### src/at_command_response_sequencer_defines.svh
`ifndef AT_COMMAND_RESPONSE_SEQUENCER_DEFINES_SVH
`define AT_COMMAND_RESPONSE_SEQUENCER_DEFINES_SVH

// Same-cycle implication, disabled while in reset.
`define ATCRS_ASSERT_NOW(label, clk, rstn, ante, cons) \
    label: assert property (@(posedge clk) disable iff (!rstn) (ante) |-> (cons)) \
        else $error("atcrs: check failed");

// Next-cycle implication, disabled while in reset.
`define ATCRS_ASSERT_NEXT(label, clk, rstn, ante, cons) \
    label: assert property (@(posedge clk) disable iff (!rstn) (ante) |=> (cons)) \
        else $error("atcrs: check failed");

`endif

### src/atcrs_pkg.sv
package atcrs_pkg;

    typedef enum logic [1:0] {
        FN_START   = 2'd0,
        FN_BYTE    = 2'd1,
        FN_TICK    = 2'd2,
        FN_RELEASE = 2'd3
    } func_t;

    typedef enum logic [1:0] {
        PH_IDLE  = 2'd0,
        PH_WAIT  = 2'd1,
        PH_GUARD = 2'd2,
        PH_DONE  = 2'd3
    } phase_t;

    localparam int TICK_WIDTH_DEF = 32;

    localparam int Q_DEPTH = 2;
    localparam int Q_PTR_W = $clog2(Q_DEPTH);
    localparam int Q_CNT_W = $clog2(Q_DEPTH + 1);

    // register indexes on the APB port
    localparam logic [2:0] REG_LINE_LIMIT      = 3'd0;
    localparam logic [2:0] REG_REPLY_TIMEOUT   = 3'd1;
    localparam logic [2:0] REG_BALANCE_TIMEOUT = 3'd2;
    localparam logic [2:0] REG_RETRY_LIMIT     = 3'd3;
    localparam logic [2:0] REG_GUARD_DELAY     = 3'd4;

    localparam logic [7:0] CH_CR   = 8'h0D;
    localparam logic [7:0] CH_LF   = 8'h0A;
    localparam logic [7:0] CH_GT   = 8'h3E;
    localparam logic [7:0] CH_PLUS = 8'h2B;

    // tails, newest byte lowest
    localparam logic [31:0] TAIL_OK    = 32'h4F4B_0D0A;
    localparam logic [55:0] TAIL_ERROR = 56'h45_5252_4F52_0D0A;

    localparam int CUSD_LEN = 6;

    function automatic logic [7:0] cusd_char(input logic [2:0] idx);
        logic [7:0] c;
        case (idx)
            3'd0:    c = 8'h2B; // +
            3'd1:    c = 8'h43; // C
            3'd2:    c = 8'h55; // U
            3'd3:    c = 8'h53; // S
            3'd4:    c = 8'h44; // D
            3'd5:    c = 8'h3A; // :
            default: c = 8'h00;
        endcase
        return c;
    endfunction

    typedef struct packed {
        func_t               func;
        logic [7:0]          rx_byte;
        logic                has_data;
        logic                balance_mode;
        logic                is_crlf;
        logic                is_lf;
        logic                is_gt;
        logic                is_plus;
        logic [CUSD_LEN-1:0] cusd_hit;
    } item_t;

    // packed MSB first: accepted ends up in bit 0
    typedef struct packed {
        logic       timed_out;
        logic       ok;
        logic [1:0] phase;
        logic       send_data;
        logic       send_command;
        logic       accepted;
    } result_t;

    typedef struct packed {
        logic [7:0]  line_limit;
        logic [31:0] reply_timeout;
        logic [31:0] balance_timeout;
        logic [7:0]  retry_limit;
        logic [31:0] guard_delay;
    } cfg_t;

    typedef struct packed {
        logic full;
        logic empty;
    } q_status_t;

endpackage

### src/atcrs_front.sv
module atcrs_front (
    input  logic                s_tvalid,
    output logic                s_tready,
    input  logic [15:0]         s_tdata,
    input  logic [1:0]          s_tuser,
    input  atcrs_pkg::q_status_t q_status,
    output logic                push,
    output atcrs_pkg::item_t    push_item
);

    logic [7:0] b;

    assign b        = s_tdata[7:0];
    assign s_tready = !q_status.full;
    assign push     = s_tvalid && !q_status.full;

    always_comb begin
        push_item              = '0;
        push_item.func         = atcrs_pkg::func_t'(s_tuser[1:0]);
        push_item.rx_byte      = b;
        push_item.has_data     = s_tdata[8];
        push_item.balance_mode = s_tdata[9];
        push_item.is_crlf      = (b == atcrs_pkg::CH_CR) || (b == atcrs_pkg::CH_LF);
        push_item.is_lf        = (b == atcrs_pkg::CH_LF);
        push_item.is_gt        = (b == atcrs_pkg::CH_GT);
        push_item.is_plus      = (b == atcrs_pkg::CH_PLUS);
        for (int i = 0; i < atcrs_pkg::CUSD_LEN; i++) begin
            push_item.cusd_hit[i] = (b == atcrs_pkg::cusd_char(3'(i)));
        end
    end

endmodule

### src/atcrs_queue.sv
module atcrs_queue (
    input  logic                 aclk,
    input  logic                 aresetn,
    input  logic                 push,
    input  atcrs_pkg::item_t     push_item,
    input  logic                 pop,
    output atcrs_pkg::item_t     head_item,
    output atcrs_pkg::q_status_t q_status
);

    localparam int PW = atcrs_pkg::Q_PTR_W;
    localparam int CW = atcrs_pkg::Q_CNT_W;

    atcrs_pkg::item_t entry_reg [atcrs_pkg::Q_DEPTH];
    logic [PW-1:0] wr_ptr_reg, wr_ptr_next;
    logic [PW-1:0] rd_ptr_reg, rd_ptr_next;
    logic [CW-1:0] count_reg, count_next;

    function automatic logic [PW-1:0] ptr_inc(input logic [PW-1:0] p);
        return (p == PW'(atcrs_pkg::Q_DEPTH - 1)) ? '0 : p + 1'b1;
    endfunction

    assign q_status.full  = (count_reg == CW'(atcrs_pkg::Q_DEPTH));
    assign q_status.empty = (count_reg == '0);
    assign head_item      = entry_reg[rd_ptr_reg];

    always_comb begin
        wr_ptr_next = push ? ptr_inc(wr_ptr_reg) : wr_ptr_reg;
        rd_ptr_next = pop  ? ptr_inc(rd_ptr_reg) : rd_ptr_reg;
        count_next  = count_reg;
        if (push && !pop) begin
            count_next = count_reg + 1'b1;
        end else if (pop && !push) begin
            count_next = count_reg - 1'b1;
        end
    end

    always_ff @(posedge aclk) begin
        if (!aresetn) begin
            wr_ptr_reg <= '0;
            rd_ptr_reg <= '0;
            count_reg  <= '0;
        end else begin
            wr_ptr_reg <= wr_ptr_next;
            rd_ptr_reg <= rd_ptr_next;
            count_reg  <= count_next;
        end
    end

    always_ff @(posedge aclk) begin
        if (push) begin
            entry_reg[wr_ptr_reg] <= push_item;
        end
    end

endmodule

### src/atcrs_back.sv
module atcrs_back #(
    parameter int TICK_WIDTH = atcrs_pkg::TICK_WIDTH_DEF
) (
    input  logic                 aclk,
    input  logic                 aresetn,
    input  atcrs_pkg::cfg_t      cfg,
    input  atcrs_pkg::item_t     head_item,
    input  atcrs_pkg::q_status_t q_status,
    output logic                 pop,
    output logic                 m_tvalid,
    input  logic                 m_tready,
    output logic [7:0]           m_tdata,
    output atcrs_pkg::phase_t    phase
);

    localparam int CMP_W = (TICK_WIDTH > 32) ? TICK_WIDTH : 32;

    typedef struct packed {
        logic start;
        logic release_ok;
        logic rx;
        logic keep;
        logic succ;
        logic prompt;
        logic error;
        logic tick;
        logic wait_expire;
        logic retry;
        logic tmo_fail;
        logic guard_end;
    } ev_t;

    atcrs_pkg::phase_t phase_reg, phase_next;
    logic [TICK_WIDTH-1:0] elapsed_reg, elapsed_next;
    logic [7:0]  sends_reg, sends_next;
    logic [7:0]  linepos_reg, linepos_next;
    logic [55:0] tail_reg, tail_next;
    logic [2:0]  prog_reg, prog_next;
    logic found_reg, found_next;
    logic ok_reg, ok_next;
    logic tmo_reg, tmo_next;
    logic bal_reg, bal_next;
    logic pay_reg, pay_next;

    logic              m_valid_reg;
    atcrs_pkg::result_t res_reg;
    atcrs_pkg::result_t res_next;

    logic take;
    ev_t  ev;
    logic [7:0]  lp_base;
    logic [55:0] tail_new;
    logic        ok_match, err_match, cusd_hit_cur;
    logic [TICK_WIDTH-1:0] el_inc;
    logic [CMP_W-1:0]      el_cmp;
    logic [7:0]  sends_inc;
    logic        under_retry;

    assign take     = !q_status.empty && (!m_valid_reg || m_tready);
    assign pop      = take;
    assign m_tvalid = m_valid_reg;
    assign m_tdata  = {1'b0, res_reg};
    assign phase    = phase_reg;

    // event decode
    always_comb begin
        lp_base   = head_item.is_crlf ? 8'd0 : linepos_reg;
        tail_new  = {tail_reg[47:0], head_item.rx_byte};
        ok_match  = (tail_new[31:0] == atcrs_pkg::TAIL_OK);
        err_match = (tail_new == atcrs_pkg::TAIL_ERROR);
        case (prog_reg)
            3'd0:    cusd_hit_cur = head_item.cusd_hit[0];
            3'd1:    cusd_hit_cur = head_item.cusd_hit[1];
            3'd2:    cusd_hit_cur = head_item.cusd_hit[2];
            3'd3:    cusd_hit_cur = head_item.cusd_hit[3];
            3'd4:    cusd_hit_cur = head_item.cusd_hit[4];
            3'd5:    cusd_hit_cur = head_item.cusd_hit[5];
            default: cusd_hit_cur = 1'b0;
        endcase
        el_inc      = (elapsed_reg == '1) ? elapsed_reg : elapsed_reg + 1'b1;
        el_cmp      = CMP_W'(el_inc);
        sends_inc   = (sends_reg == 8'hFF) ? sends_reg : sends_reg + 1'b1;
        under_retry = (sends_inc < cfg.retry_limit);

        ev            = '0;
        ev.start      = take && (head_item.func == atcrs_pkg::FN_START)
                        && (phase_reg == atcrs_pkg::PH_IDLE);
        ev.release_ok = take && (head_item.func == atcrs_pkg::FN_RELEASE)
                        && (phase_reg == atcrs_pkg::PH_DONE);
        ev.rx         = take && (head_item.func == atcrs_pkg::FN_BYTE)
                        && (phase_reg == atcrs_pkg::PH_WAIT);
        ev.keep       = ev.rx && ((lp_base < cfg.line_limit) || bal_reg);
        ev.succ       = ev.keep && (bal_reg ? (found_reg && head_item.is_lf) : ok_match);
        ev.prompt     = ev.keep && !bal_reg && !ok_match && pay_reg && head_item.is_gt;
        ev.error      = ev.keep && !bal_reg && !ok_match
                        && !(pay_reg && head_item.is_gt) && err_match;
        ev.tick       = take && (head_item.func == atcrs_pkg::FN_TICK)
                        && ((phase_reg == atcrs_pkg::PH_WAIT)
                            || (phase_reg == atcrs_pkg::PH_GUARD));
        ev.wait_expire = ev.tick && (phase_reg == atcrs_pkg::PH_WAIT)
                         && (el_cmp > (bal_reg ? CMP_W'(cfg.balance_timeout)
                                               : CMP_W'(cfg.reply_timeout)));
        ev.retry      = ev.wait_expire && !bal_reg && under_retry;
        ev.tmo_fail   = ev.wait_expire && (bal_reg || !under_retry);
        ev.guard_end  = ev.tick && (phase_reg == atcrs_pkg::PH_GUARD)
                        && (el_cmp > CMP_W'(cfg.guard_delay));
    end

    // next state
    always_comb begin
        phase_next = phase_reg;
        unique case (phase_reg)
            atcrs_pkg::PH_IDLE: begin
                if (ev.start) phase_next = atcrs_pkg::PH_WAIT;
            end
            atcrs_pkg::PH_WAIT: begin
                if (ev.succ || ev.error || ev.tmo_fail) phase_next = atcrs_pkg::PH_GUARD;
            end
            atcrs_pkg::PH_GUARD: begin
                if (ev.guard_end) phase_next = atcrs_pkg::PH_DONE;
            end
            atcrs_pkg::PH_DONE: begin
                if (ev.release_ok) phase_next = atcrs_pkg::PH_IDLE;
            end
            default: phase_next = atcrs_pkg::PH_IDLE;
        endcase
    end

    // datapath and result
    always_comb begin
        elapsed_next = elapsed_reg;
        sends_next   = sends_reg;
        linepos_next = linepos_reg;
        tail_next    = tail_reg;
        prog_next    = prog_reg;
        found_next   = found_reg;
        ok_next      = ok_reg;
        tmo_next     = tmo_reg;
        bal_next     = bal_reg;
        pay_next     = pay_reg;

        if (ev.start) begin
            pay_next   = head_item.has_data;
            bal_next   = head_item.balance_mode;
            sends_next = 8'd0;
        end

        // CR and LF restart the line count even when the byte is dropped
        if (ev.rx) begin
            linepos_next = lp_base;
        end

        if (ev.keep) begin
            tail_next    = tail_new;
            linepos_next = (lp_base == 8'hFF) ? lp_base : lp_base + 1'b1;
            if (bal_reg && !found_reg) begin
                if (cusd_hit_cur) begin
                    if (prog_reg == 3'(atcrs_pkg::CUSD_LEN - 1)) begin
                        found_next = 1'b1;
                        prog_next  = 3'd0;
                    end else begin
                        prog_next = prog_reg + 1'b1;
                    end
                end else begin
                    prog_next = head_item.is_plus ? 3'd1 : 3'd0;
                end
            end
        end

        if (ev.tick) begin
            elapsed_next = el_inc;
        end
        if (ev.wait_expire && !bal_reg) begin
            sends_next = sends_inc;
        end

        if (ev.succ) begin
            ok_next = 1'b1;
        end
        if (ev.error) begin
            ok_next  = 1'b0;
            tmo_next = 1'b0;
        end
        if (ev.tmo_fail) begin
            ok_next  = 1'b0;
            tmo_next = 1'b1;
        end
        if (ev.succ || ev.error || ev.tmo_fail) begin
            elapsed_next = '0;
        end

        // restart of the reply wait
        if (ev.start || ev.prompt || ev.retry) begin
            tail_next    = '0;
            linepos_next = 8'd0;
            prog_next    = 3'd0;
            found_next   = 1'b0;
            elapsed_next = '0;
        end

        res_next.accepted     = ev.start || ev.release_ok;
        res_next.send_command = ev.start || ev.retry;
        res_next.send_data    = ev.prompt;
        res_next.phase        = phase_next;
        res_next.ok           = ok_next;
        res_next.timed_out    = tmo_next;
    end

    always_ff @(posedge aclk) begin
        if (!aresetn) begin
            phase_reg   <= atcrs_pkg::PH_IDLE;
            elapsed_reg <= '0;
            sends_reg   <= '0;
            linepos_reg <= '0;
            tail_reg    <= '0;
            prog_reg    <= '0;
            found_reg   <= 1'b0;
            ok_reg      <= 1'b0;
            tmo_reg     <= 1'b0;
            bal_reg     <= 1'b0;
            pay_reg     <= 1'b0;
            m_valid_reg <= 1'b0;
        end else begin
            phase_reg   <= phase_next;
            elapsed_reg <= elapsed_next;
            sends_reg   <= sends_next;
            linepos_reg <= linepos_next;
            tail_reg    <= tail_next;
            prog_reg    <= prog_next;
            found_reg   <= found_next;
            ok_reg      <= ok_next;
            tmo_reg     <= tmo_next;
            bal_reg     <= bal_next;
            pay_reg     <= pay_next;
            if (take) begin
                m_valid_reg <= 1'b1;
            end else if (m_tready) begin
                m_valid_reg <= 1'b0;
            end
        end
    end

    always_ff @(posedge aclk) begin
        if (take) begin
            res_reg <= res_next;
        end
    end

endmodule

### src/at_command_response_sequencer.sv
// Modem command handshake sequencer. Each input transfer (start, received byte,
// tick or release, selected by s_tuser) yields exactly one result transfer that
// carries the send requests and the phase and status after that item. The block
// takes one item per clock while its queue has room: the front stage classifies
// the byte and writes a two-entry queue, the back stage updates the handshake
// state and loads the output register from the queue head, and up to two more
// items are taken while the output is stalled.
// Registers on the APB port sit at byte address 4*index and are meant to be
// written while no item is in flight.
`include "at_command_response_sequencer_defines.svh"

module at_command_response_sequencer #(
    parameter int TICK_WIDTH = atcrs_pkg::TICK_WIDTH_DEF
) (
    input  logic        aclk,
    input  logic        aresetn,
    input  logic        s_tvalid,
    output logic        s_tready,
    input  logic [15:0] s_tdata,   // rx_byte[7:0], has_data[8], balance_mode[9], zero
    input  logic [1:0]  s_tuser,   // func[1:0]
    output logic        m_tvalid,
    input  logic        m_tready,
    output logic [7:0]  m_tdata,   // accepted[0], send_command[1], send_data[2],
                                   // phase[4:3], ok[5], timed_out[6], zero
    input  logic        psel,
    input  logic        penable,
    input  logic        pwrite,
    input  logic [4:0]  paddr,
    input  logic [31:0] pwdata,
    output logic [31:0] prdata,
    output logic        pready
);

    atcrs_pkg::cfg_t      cfg_reg;
    atcrs_pkg::q_status_t q_status;
    atcrs_pkg::item_t     push_item;
    atcrs_pkg::item_t     head_item;
    atcrs_pkg::phase_t    phase;
    logic                 push;
    logic                 pop;
    logic                 cfg_wr;

    assign pready = 1'b1;
    assign cfg_wr = psel && penable && pwrite;

    always_ff @(posedge aclk) begin
        if (!aresetn) begin
            cfg_reg.line_limit      <= 8'd64;
            cfg_reg.reply_timeout   <= 32'd5000;
            cfg_reg.balance_timeout <= 32'd25000000;
            cfg_reg.retry_limit     <= 8'd3;
            cfg_reg.guard_delay     <= 32'd1000;
        end else if (cfg_wr) begin
            unique case (paddr[4:2])
                atcrs_pkg::REG_LINE_LIMIT:      cfg_reg.line_limit      <= pwdata[7:0];
                atcrs_pkg::REG_REPLY_TIMEOUT:   cfg_reg.reply_timeout   <= pwdata;
                atcrs_pkg::REG_BALANCE_TIMEOUT: cfg_reg.balance_timeout <= pwdata;
                atcrs_pkg::REG_RETRY_LIMIT:     cfg_reg.retry_limit     <= pwdata[7:0];
                atcrs_pkg::REG_GUARD_DELAY:     cfg_reg.guard_delay     <= pwdata;
                default: ;
            endcase
        end
    end

    always_comb begin
        unique case (paddr[4:2])
            atcrs_pkg::REG_LINE_LIMIT:      prdata = {24'd0, cfg_reg.line_limit};
            atcrs_pkg::REG_REPLY_TIMEOUT:   prdata = cfg_reg.reply_timeout;
            atcrs_pkg::REG_BALANCE_TIMEOUT: prdata = cfg_reg.balance_timeout;
            atcrs_pkg::REG_RETRY_LIMIT:     prdata = {24'd0, cfg_reg.retry_limit};
            atcrs_pkg::REG_GUARD_DELAY:     prdata = cfg_reg.guard_delay;
            default:                        prdata = 32'd0;
        endcase
    end

    atcrs_front u_front (
        .s_tvalid  (s_tvalid),
        .s_tready  (s_tready),
        .s_tdata   (s_tdata),
        .s_tuser   (s_tuser),
        .q_status  (q_status),
        .push      (push),
        .push_item (push_item)
    );

    atcrs_queue u_queue (
        .aclk      (aclk),
        .aresetn   (aresetn),
        .push      (push),
        .push_item (push_item),
        .pop       (pop),
        .head_item (head_item),
        .q_status  (q_status)
    );

    atcrs_back #(
        .TICK_WIDTH (TICK_WIDTH)
    ) u_back (
        .aclk      (aclk),
        .aresetn   (aresetn),
        .cfg       (cfg_reg),
        .head_item (head_item),
        .q_status  (q_status),
        .pop       (pop),
        .m_tvalid  (m_tvalid),
        .m_tready  (m_tready),
        .m_tdata   (m_tdata),
        .phase     (phase)
    );

    // a data send is only requested while the reply wait stays open
    `ATCRS_ASSERT_NOW(a_data_in_wait, aclk, aresetn, m_tvalid && m_tdata[2], m_tdata[4:3] == atcrs_pkg::PH_WAIT)
    // an accepted start lands in wait, an accepted release in idle
    `ATCRS_ASSERT_NOW(a_accept_phase, aclk, aresetn, m_tvalid && m_tdata[0], m_tdata[4:3] == atcrs_pkg::PH_IDLE || m_tdata[4:3] == atcrs_pkg::PH_WAIT)
    // a queued item with a free output register shows up next cycle
    `ATCRS_ASSERT_NEXT(a_queue_drains, aclk, aresetn, !q_status.empty && !m_tvalid, m_tvalid && m_tdata[4:3] == phase)

endmodule

### config.mk
export PLATFORM = sky130hd
export DESIGN_NAME = at_command_response_sequencer
export DESIGN_NICKNAME = d
export VERILOG_FILES = /design/src/atcrs_pkg.sv /design/src/atcrs_front.sv /design/src/atcrs_queue.sv /design/src/atcrs_back.sv /design/src/at_command_response_sequencer.sv
export VERILOG_INCLUDE_DIRS = /design/src /design/src/src
export SDC_FILE = /design/constraint.sdc
export NUM_CORES = 1
export LEC_CHECK = 0
export ABC_AREA = 1
export ABC_CLOCK_PERIOD_IN_PS = 5000
export BUFFER_PORTS_ARGS = -buffer_cell sky130_fd_sc_hd__clkbuf_2
export CORE_ASPECT_RATIO = 0.6
export CORE_UTILIZATION = 50
export CTS_CLUSTER_DIAMETER = 40
export DETAILED_ROUTE_END_ITERATION = 12
export GPL_TIMING_DRIVEN = 0
export PLACE_DENSITY_LB_ADDON = 0.12
export SYNTH_ARGS = -nofsm -noshare
export SYNTH_HDL_FRONTEND = slang
export SYNTH_SLANG_ARGS = --single-unit
### constraint.sdc
create_clock -name aclk -period 5 [get_ports aclk]
set_input_delay 0.75 -clock aclk [delete_from_list [all_inputs] [get_ports aclk]]
set_output_delay 0.75 -clock aclk [all_outputs]
set_load 0.01 [all_outputs]
**Yosys cells after proc, flatten, opt, wreduce, memory -nomap -nowiden**

Memories as Yosys holds them, arrays and structs flattened. A register that Yosys moved wholly into a read port is not among the register bits.
Cells that the tools add are included.
W data, S select, Z words.

- Word-level logic and storage cells: 176
- Input bits: 62
- RAM bits: 44
- Register bits after elaboration: 230
- Output and inout bits: 43
- Memories kept: 1

Memories:

| memory | words | bits a word | read ports | clocked after memory_dff | write ports | RTL line | text |
|---|---|---|---|---|---|---|---|
| u_queue.entry_reg | 2 | 22 | 1 | 1 | 1 | atcrs_queue.sv:14 | `atcrs_pkg::item_t entry_reg [atcrs_pkg::Q_DEPTH];` |

- Reduce and logical (&&, ||, !) cells: 71
- Equal/unequal tests: 30
- Mux-type cells: 35
- Magnitude comparators: 4
- Add/subtract/negate cells: 8
- Bitwise operators: 1

Operators by type and width:

| operator | count |
|---|---|
| $pmux W32 S5 | 1 |
| $gt A32 B32 Y1 | 2 |
| $mux W32 | 2 |
| $eq A56 B55 Y1 const B | 1 |
| $mux W8 | 7 |
| $add A32 B1 Y32 const B | 1 |
| $eq A32 B31 Y1 const B | 1 |
| $eq A32 B32 Y1 const B | 1 |
| $eq A8 B7 Y1 const B | 4 |
| $logic_and A1 B1 Y1 | 32 |
| $eq A8 B6 Y1 const B | 3 |
| $add A8 B1 Y8 const B | 2 |
| $eq A8 B4 Y1 const B | 2 |
| $eq A8 B8 Y1 const B | 2 |
| $lt A8 B8 Y1 | 2 |
| $mux W1 | 15 |
| $eq A3 B2 Y1 const B | 4 |
| $mux W2 | 6 |
| $reduce_and A2 Y1 | 6 |
| $logic_or A1 B1 Y1 | 11 |
| $eq A2 B2 Y1 const B | 5 |
| $logic_not A1 Y1 | 10 |
| $eq A3 B3 Y1 const B | 3 |
| $pmux W2 S4 | 1 |
| 15 further kinds | 25 |

**Logic depth before layout (Yosys ltp)**

Gate-level depths: netlist of run 1.

- Depth in word-level cells: 14
- Gate-level depth with buffers: 29
- Depth with buffers taken out: 28

**Modules after synthesis**

Synthesis of run 1 repeated with hierarchy kept, for this count alone.

- Cells, all modules: 2253
- Area total of the unflattened synthesis: 16168.0 um2

By module, submodules not included:

| module | instances | area each (um2) | cells an instance |
|---|---|---|---|
| atcrs_back | 1 | 8775.9 | 1268 |
| at_command_response_sequencer | 1 | 5286.3 | 825 |
| atcrs_queue | 1 | 1819.2 | 103 |
| atcrs_front | 1 | 286.5 | 57 |

**Least setup slack after synthesis of run 1**

Ideal clock, no wire load.

- Path type: flip-flop to flip-flop
- From: register u_back.elapsed_reg[0]
- To: register u_back.elapsed_reg[14]
- Required time: 4.927 ns
- Path slack: 1.401 ns
- Arrival: 3.526 ns
- Cell stages (with the launch flop): 29
- Library setup time: 0.073 ns
- Path buffers: 2
- Cell sequence: dfxtp_1 ha_1 inv_1 nor2_1 nand4_1 nor2_1 inv_1 nand2_1 nor2_1 nand2_1 nor2_1 xor2_1 ha_1 nand2_1 nor2_1 nand2_1 nor3_1 nand2_1 inv_1 nand3_1 nor2_1 nor3_4 nand3_4 inv_4 nand2_4 nand3_4 buf_12 buf_6 nor3_2

- Cells in the longest elaborated chain, start to end: 8

Ends and longest elaborated chain:

| element | RTL line | text |
|---|---|---|
| from (decl) | atcrs_back.sv:34 | `logic [TICK_WIDTH-1:0] elapsed_reg, elapsed_next;` |
| from (signal assigned) | atcrs_back.sv:225 | `elapsed_reg <= elapsed_next;` |
| $add A32 B1 Y32 or $eq A32 B32 Y1 (tied branches) | atcrs_back.sv:80 | `el_inc = (elapsed_reg == '1) ? elapsed_reg : elapsed_reg + 1'b1;` |
| $mux W32 * | atcrs_back.sv:80 |  |
| net u_back.el_cmp[15] | atcrs_back.sv:55 | `logic [CMP_W-1:0] el_cmp;` |
| $gt A32 B32 Y1 * | atcrs_back.sv:101 | `&& (el_cmp > (bal_reg ? CMP_W'(cfg.balance_timeout)` |
| $logic_and A1 B1 Y1 * | atcrs_back.sv:101 |  |
| $logic_and A1 B1 Y1 (2 in a row) | atcrs_back.sv:103 | `ev.retry = ev.wait_expire && !bal_reg && under_retry;` |
| $logic_or A1 B1 Y1 | atcrs_back.sv:193 | `if (ev.start \|\| ev.prompt \|\| ev.retry) begin` |
| $reduce_or A3 Y1 (no source line) * | - |  |

The timed path passes the listed nets; every way through them passes the cells marked *.
A chain may end at the register's enable or synchronous reset.

**Worst setup path after layout of run 1**

Same ends and word-level chain as after synthesis.

==> metrics.md, run 1 <==
| Metric | Value |
|---|---|
| Setup crit start kind | register |
| CTS tree | built |
| Post-synth top area share | between 30% and 40% |
| Vias/cell | 5.68 |
| # setup viols final | 0 |
| CTS hold repair buffers | 0 |
| Post-synth top flop | dfxtp_1 |
| Top post-synthesis cells by count | nand2_1, dfxtp_1, nor2_1 |
| Synthesized Nets | 2,045 |
| Port bufs | 94 |
| Slew @ Worst Pin | between 1 and 1.5 ns |
| Dpl ws | -0.185 ns |
| Number of global-route vias before repair | about 12,000 |
| Placed Cells incl. Taps | 2,368 |
| GRT Total Usage | around 31% |
| Setup CP Type | reg -> reg |
| CTS buffer count | 34 |
| Top cells by area, synth | dfxtp_1, nand2_1, edfxtp_1, ha_1, o21ai_0 |
| Yosys top cell by area | dfxtp_1 |
| Vias | approximately 14,000 |
| Worst min-delay path class | in -> reg |
| H-tree depth | 2 |
| Full die area | 0.0301 mm^2 |
| Die height | about 130 um |
| Routed wire per std cell | roughly 19 um |
| Post-Syn Area | between 0.01 and 0.015 mm^2 |
| Min cycle time layout | between 4 and 5 ns |
| Hpwl dp | 34.7 mm |
| GPL Wtd Cong | about 0.98 |
| CTS root buffer | clkbuf_16 |
| Final core occ | between 50% and 60% |
| Total power | 0.00634 W |
| DR iter-0 viols | 1,495 |
| Fmax | 210 MHz |
| Critical Path Start | u_back.elapsed_reg[0]$_SDFFE_PP0P_ |
| Synth Warn # | 0 |
| TritonRoute pass-1 iters | 7 |
| Combinational power share | 21.2% |
| Clock skew | approximately 0.037 ns |
| Seq/Total Area, Yosys | between 40% and 50% |
| Rows | between 40 and 50 |
| Fraction of layout cells with a size suffix above 1 | between 10% and 20% |
| Max cap viols | 0 |
| Status | completed |
| Setup TNS Final | 0 ns |
| Synth async-reset ratio | 0% |
| Seq pwr share | 38.8% |
| Die Span X | around 220 um |
| P&R area growth vs syn | 15.2% |
| I/O pins | around 110 |
| Clk buf depth | 3 |
| Clock power frac | between 40% and 50% |
| VDD IR max | about 0.24 mV |
| Slew margin rel. | between 10% and 20% |
| Largest net degree at the start of global routing | 17 |
| CORE AREA | approximately 0.029 mm^2 |
| Drt drc | 0 |
| Ant. Diodes | 0 |
| Initial antenna violation count | 2 |
| P_int | ~0.0043 W |
| Sw Share | a little under a third |
| Final Non-Filler Cells | about 2,400 |
| Clk slew on worst S/H paths | 0.06 ns |
| Max Slew Vio Count | 0 |
| Worst-Skew Late Latency | around 0.54 ns |
| Final period utilization | around 95% |
| GRT overflow | 0 |
| Worst EP arrival | about 5.2 ns |
| Critical Path Sink Type | register |
| Origin of the critical flop-to-flop path | u_back.elapsed_reg[0]$_SDFFE_PP0P_ |
| Initial core utilization | approximately half |
| Final Hold Fails | 0 |
| Post-DRT Antenna Nets | 0 |
| Min-delay src | s_tdata[8] |
| Max reg flops | roughly 110 |
| PD cells | approximately 380 mW/mm^2 |
| Syn Inst Count | roughly 1,900 |
| NetSw | 0.00201 W |
| Most frequent cell after synthesis | nand2_1 |
| WL final | 46.1 mm |
| Fillers | roughly 2,600 |
| Lkg Pwr | 6.96 nW |
| Post-layout worst setup margin | around 0.25 ns |
| Worst path required time | roughly 5.4 ns |
| Distinct cells, synth | 59 |
| Clk sinks | 273 |
| Synthesized area per cell | ~7.7 um^2 |
| Crit Path Max Fanout | 10 |
| Layout Nets | ~2,200 |
| EDFF count, synth | between 40 and 50 |
| R2R setup slack | 0.25 ns |
| Seq cells post-synth | about 270 |
| Global-route wire length before repair | 70.3 mm |
-- path summary, 6_finish.rpt --
path,end,cells past startpoint
max reg2reg,u_back.elapsed_reg[14]$_SDFFE_PP0P_,21
min reg2reg,u_queue.rd_ptr_reg$_SDFFE_PN0P_,1
max,u_back.elapsed_reg[14]$_SDFFE_PP0P_,21
min,u_queue.entry_reg[1][11]$_DFFE_PP_,1
-- final cells by class --
type	instances	area [um^2]	area share, %
Buffer	84	464	2.75
Clock buffer	45	965	5.71
Clock inverter	14	185	1.10
Inverter	191	719	4.26
Multi-Input combinational cell	1349	7610	45.0
Sequential cell	273	5960	35.2
Tap cell	375	469	2.78
Timing Repair Buffer	99	536	3.17
-- repair_timing --
item | in CTS | in global routing
endpoints found under the setup margin | 90 | 105
pin swaps | 0 | 1
resized for setup | 2 | 12
buffers inserted | 0 | 3
-- power by group through the flow --
stage / Sequential, W / Clock [W] / Combinational, W
6_report: 0.00246 / 0.00254 / 0.00134
4_1_cts: 0.00246 / 0.00256 / 0.00131
3_5_place_dp: 0.00251 / 0 / 0.00130
5_1_grt: 0.00247 / 0.00266 / 0.00148
2_1_floorplan: 0.00251 / 0 / 0.000842
3_3_place_gp: 0.00251 / 0 / 0.00125
-- layer usage --
| layer | up-vias | wire (um) | GRT usage [%] |
|---|---|---|---|
| met5 | - | 0 | 0 |
| met4 | 0 | 1010 | 7.89 |
| met3 | 92 | 5510 | 10.4 |
| met2 | 624 | 16900 | 38.7 |
| met1 | 6441 | 22600 | 47.8 |
| li1 | 6645 | - | - |
-- worst max-delay path, cell delays in order (launching register included) --
cell	delay, ns
dfxtp_1	0.45
ha_1	0.19
inv_1	0.07
nor2_2	0.20
nand4_1	0.25
nor3_1	0.22
nand2_1	0.12
nor2_1	0.26
nand3_2	0.18
nor2_4	0.16
xor2_4	0.34
ha_1	0.30
nand2_1	0.12
o21ai_0	0.11
a21oi_1	0.39
nand2_1	0.10
a21oi_1	0.22
nand2_2	0.12
nand3_2	0.13
nand2_1	0.21
buf_2	0.29
nor3_2	0.21
-- kinds of logic (layout without fill, tap and decap cells) --
family                   after synthesis  after routing  share of synthesized area [%]
buffers and inverters                275            433                           8.06
flip-flops                           273            273                           40.6
AND/OR/NAND/NOR                      779            779                           23.1
adder cells (fa/ha/maj)               86             86                           7.33
other                                  2              2                         0.0512
multiplexers                          29             29                           1.98
XOR/XNOR                              30             30                           1.79
AO/OA/AOI/OAI                        423            423                           17.1
-- per-stage QoR --
stage               hold WS, ns  area [um^2]
finish                    0.410        16900
global route              0.398        16900
CTS                       0.396        16800
detailed placement        0.451        15700
global placement          0.439        15600
floorplan                 0.426        14700
-- cells in the final DEF, fill, tap and decap left out, types with 4 or more instances in the layout --
| master | netlist | final |
|---|---|---|
| edfxtp_1 | 49 | 49 |
| nor3_1 | 36 | 35 |
| dfxtp_1 | 224 | 224 |
| nor2_2 | 2 | 6 |
| nor2_1 | 189 | 184 |
| o221ai_1 | 13 | 13 |
| buf_4 | 2 | 4 |
| clkbuf_16 | 0 | 36 |
| a21oi_1 | 138 | 138 |
| xor2_1 | 24 | 21 |
| nor4_1 | 7 | 7 |
| mux2i_1 | 29 | 29 |
| nor2_4 | 3 | 4 |
| o211ai_1 | 19 | 19 |
| a21oi_2 | 53 | 53 |
| clkbuf_1 | 58 | 64 |
| inv_1 | 187 | 187 |
| clkinv_4 | 0 | 4 |
| nor3_2 | 20 | 21 |
| xnor2_1 | 6 | 6 |
| a221oi_1 | 7 | 7 |
| nand4_1 | 30 | 30 |
| buf_2 | 4 | 5 |
| ha_1 | 86 | 86 |
| nand2_2 | 6 | 6 |
| a31oi_1 | 4 | 4 |
| inv_6 | 0 | 4 |
| o22ai_1 | 8 | 8 |
| nand2_1 | 414 | 414 |
| clkbuf_8 | 2 | 5 |
| o21a_1 | 6 | 6 |
| nand3_2 | 2 | 4 |
| clkbuf_2 | 1 | 95 |
| nand3_1 | 58 | 56 |
| buf_6 | 8 | 8 |
| o21ai_0 | 159 | 159 |
(Power assumes the default switching activity.)
==> run 2, diff against run 1 <==
- CTS_BUF_LIST: default -> sky130_fd_sc_hd__clkbuf_8
- SYNTH_HIERARCHICAL: default -> 1
==> metrics.md, run 2 <==
| Metric | Value |
|---|---|
| Status | finished, violations left (was completed) |
| Failing checks | DRC |
| Synthesized Nets | 2,399 (was 2,045) |
| Drt drc | 4 (was 0) |
| Post-DRT Antenna Nets | 0 (unchanged) |
| CTS buffer count | 44 (was 34) |
| Port bufs | 89 (was 94) |
| Worst-Skew Late Latency | 0.58 ns (was 0.54 ns) |
| PD cells | 327 mW/mm^2 (was 375 mW/mm^2) |
| Worst path required time | 5.46 ns (was 5.43 ns) |
| Yosys top cell by area | dfxtp_1 (unchanged) |
| Hold path depth | 1 (unchanged) |
| Clk sinks | 275 (was 273) |
| H-tree depth | 2 (unchanged) |
| Synth Warn # | 6 (was 0) |
| Commonest non-fill, non-tap cell in the layout | nand2_1 (unchanged) |
| Slew margin rel. | 34.7% (was 11.7%) |
| Most numerous cell on the critical path | nand2_1 (unchanged) |
| Placed Cells incl. Taps | 2,760 (was 2,368) |
| Initial antenna violation count | 1 (was 2) |
| Worst EP arrival | 5.05 ns (was 5.18 ns) |
| Rows | 50 (was 48) |
| CP top delay family | simple AND/OR/NAND/NOR gates (unchanged) |
| Setup CP Type | reg -> reg (unchanged) |
| Seq pwr share | 42.7% (was 38.8%) |
| Vias/cell | 5.36 (was 5.68) |
| Post-synth top area share | 27.7% (was 30.6%) |
| Distinct cells, synth | 54 (was 59) |
| Final instance area | 0.0180 mm^2 (was 0.0169 mm^2) |
| CTS tree | built (unchanged) |
| Combinational power share | 25.7% (was 21.2%) |
| Max cap viols | 0 (unchanged) |
| Fillers | 3,101 (was 2,633) |
| Critical Path Sink Type | register (unchanged) |
| Final Hold Fails | 0 (unchanged) |
| Layout Nets | 2,536 (was 2,180) |
| Setup TNS Final | 0 ns (unchanged) |
| Clk slew on worst S/H paths | 0.06 ns (about the same) |
| P&R area growth vs syn | 11.4% (was 15.2%) |
| Seq/Total Area, Yosys | 37.2% (was 40.6%) |
| Clock power frac | 31.6% (was 40.0%) |
| Worst Path Buf+Inv | 4 (was 2) |
| DR iter-0 viols | 1,260 (was 1,495) |
| GRT overflow | 0 (unchanged) |
| Hold Worst Slack | 0.356 ns (was 0.410 ns) |
| Most frequent cells in the layout | nand2_1, inv_1, nor2_1, dfxtp_1, nand3_1 (was nand2_1, dfxtp_1, inv_1, nor2_1, o21ai_0) |
| GPL Wtd Cong | 1.00 (was 0.977) |
| Vias | 15,200 (was 13,800) |
| Placed cell area | 0.0172 mm^2 (was 0.0157 mm^2) |
| Setup crit start kind | register (unchanged) |
| Synthesized area per cell | 7.18 um^2 (was 7.74 um^2) |
| Total power | 0.00589 W (was 0.00634 W) |
| Final period utilization | 91.8% (was 95.1%) |
| Initial core utilization | 51.4% (was 51.0%) |
| Top cells by area, synth | dfxtp_1, nand2_1, edfxtp_1, nor2_1, inv_1 (was dfxtp_1, nand2_1, edfxtp_1, ha_1, o21ai_0) |
| # setup viols final | 0 (unchanged) |
| Top post-synthesis cells by count | nand2_1, nor2_1, inv_1 (was nand2_1, dfxtp_1, nor2_1) |
| RSZ-0062 raised after global routing | false |
| CTS root buffer | clkbuf_8 (was clkbuf_16) |
| GRT Total Usage | 30.3% (was 30.6%) |
| Largest stage delay on the critical path | 0.38 ns (was 0.45 ns) |
| WP depth | 25 (was 21) |
| Most frequent cell after synthesis | nand2_1 (unchanged) |
| Post-CTS Setup Bufs | 0 (unchanged) |
| I/O pins | 105 (unchanged) |
| Slew @ Worst Pin | 0.978 ns (was 1.31 ns) |
| Post-synth top flop | dfxtp_1 (unchanged) |
| Die Span X | 234 um (was 223 um) |
| Max reg flops | 112 (unchanged) |
| Seq cells post-synth | 275 (was 273) |
| Routed wire per std cell | 17.7 um (was 19.0 um) |
| CORE AREA | 0.0315 mm^2 (was 0.0288 mm^2) |
| Full die area | 0.0331 mm^2 (was 0.0301 mm^2) |
| Clk buf depth | 3 (unchanged) |
| P_int | 0.00390 W (was 0.00434 W) |
| Post-Syn Area | 0.0162 mm^2 (was 0.0147 mm^2) |
| VDD IR max | 0.184 mV (was 0.239 mV) |
| Hpwl dp | 38.4 mm (was 34.7 mm) |
| Max Slew Vio Count | 0 (unchanged) |
| Die height | 141 um (was 135 um) |
| TritonRoute pass-1 iters | 10 (was 7) |
| Crit Path Max Fanout | 10 (unchanged) |
| Lkg Pwr | 7.86 nW (was 6.96 nW) |
| Largest net degree at the start of global routing | 23 (was 17) |
| Fraction of layout cells with a size suffix above 1 | 14.6% (was 13.8%) |
| Min cycle time layout | 4.59 ns (was 4.75 ns) |
| Syn Inst Count | 2,253 (was 1,897) |
| NetSw | 0.00199 W (was 0.00201 W) |
| Register-to-Register Path Depth | 25 (was 21) |
| EDFF count, synth | 51 (was 49) |
| Fmax | 218 MHz (was 210 MHz) |
| Synth async-reset ratio | 0% (unchanged) |
| Clock skew | 0.0141 ns (was 0.0369 ns) |
| Worst min-delay path class | in -> reg (unchanged) |
| Sw Share | 33.8% (was 31.6%) |
| Global-route wire length before repair | 76.4 mm (was 70.3 mm) |
| Final Non-Filler Cells | 2,836 (was 2,430) |
| WL final | 50.1 mm (was 46.1 mm) |
| Number of global-route vias before repair | 13,700 (was 12,300) |
| Slowest cell on crit path | nor4_2 (was dfxtp_1) |
[run 2: cell types whose count changed in the layout (fill, tap and decap cells not counted), moves of 18 or more]
cell	change
clkbuf_8	+47
nor2_2	+39
clkbuf_16	-36
nor2_1	+117
clkbuf_1	-33
buf_4	+30
o21ai_0	-71
nand2_1	+119
o211ai_1	-18
a21oi_2	-50
nand3_1	+136
mux2_2	+22
a21oi_1	-75
inv_1	+125
[run 2: logic make-up (layout without fill, tap and decap cells)]
| family | Yosys count | after routing | share of synthesized area [%] |
|---|---|---|---|
| AND/OR/NAND/NOR | 1214 | 1214 | 33.8 |
| buffers and inverters | 411 | 577 | 11.1 |
| flip-flops | 275 | 275 | 37.2 |
| AO/OA/AOI/OAI | 182 | 182 | 6.14 |
| adder cells (fa/ha/maj) | 84 | 84 | 6.50 |
| multiplexers | 58 | 58 | 3.76 |
| XOR/XNOR | 27 | 27 | 1.46 |
| other | 2 | 3 | 0.0464 |
[run 2: worst paths after layout]
check                                     start                                   to  slack, ns
max reg2reg  u_back/elapsed_reg[0]$_SDFFE_PP0P_  u_back/elapsed_reg[18]$_SDFFE_PP0P_       0.41
max          u_back/elapsed_reg[0]$_SDFFE_PP0P_  u_back/elapsed_reg[18]$_SDFFE_PP0P_       0.41
min reg2reg            cfg_reg[58]$_SDFFE_PN1P_             cfg_reg[58]$_SDFFE_PN1P_       0.48
min                                  s_tdata[9]   u_queue/entry_reg[1][10]$_DFFE_PP_       0.36
[run 2: metrics by stage]
step	setup slack, ns	utilization, %
floorplan	1.32	-
global placement	0.311	54.4
detailed placement	0.287	54.6
CTS	0.255	57.2
global route	0.0571	57.2
finish	0.408	57.2
[run 2: power groups by stage]
stage | registers, W | clock network (W) | logic [W]
6_report | 0.00251 | 0.00186 | 0.00151
5_1_grt | 0.00253 | 0.00200 | 0.00165
4_1_cts | 0.00251 | 0.00189 | 0.00149
3_5_place_dp | 0.00256 | 0 | 0.00148
3_3_place_gp | 0.00256 | 0 | 0.00142
2_1_floorplan | 0.00255 | 0 | 0.00100
[run 2: cell type report]
cell class,instances,area (um^2),area share (%)
timing repair buffer,91,475,2.64
sequential,275,6020,33.4
clock inverter,23,103,0.570
multi-input combinational,1567,8390,46.6
clock buffer,52,716,3.97
inverter,304,1150,6.38
antenna,1,2.50,0.0139
tap,416,520,2.89
buffer,107,639,3.55
[run 2: metal layers]
metal / share of wire, % / GRT usage (%) / up-vias
li1: - / - / 7486
met2: 38 / 39.0 / 598
met3: 12 / 11.7 / 67
met1: 49 / 46.3 / 7060
met4: 1.4 / 5.98 / 0
met5: 0 / 0 / -
[run 2: what timing repair did]
item,CTS,global route
hold buffers,0,0
endpoints found under the setup margin,0,92
endpoints found under the hold margin,0,0
resized for setup,0,4
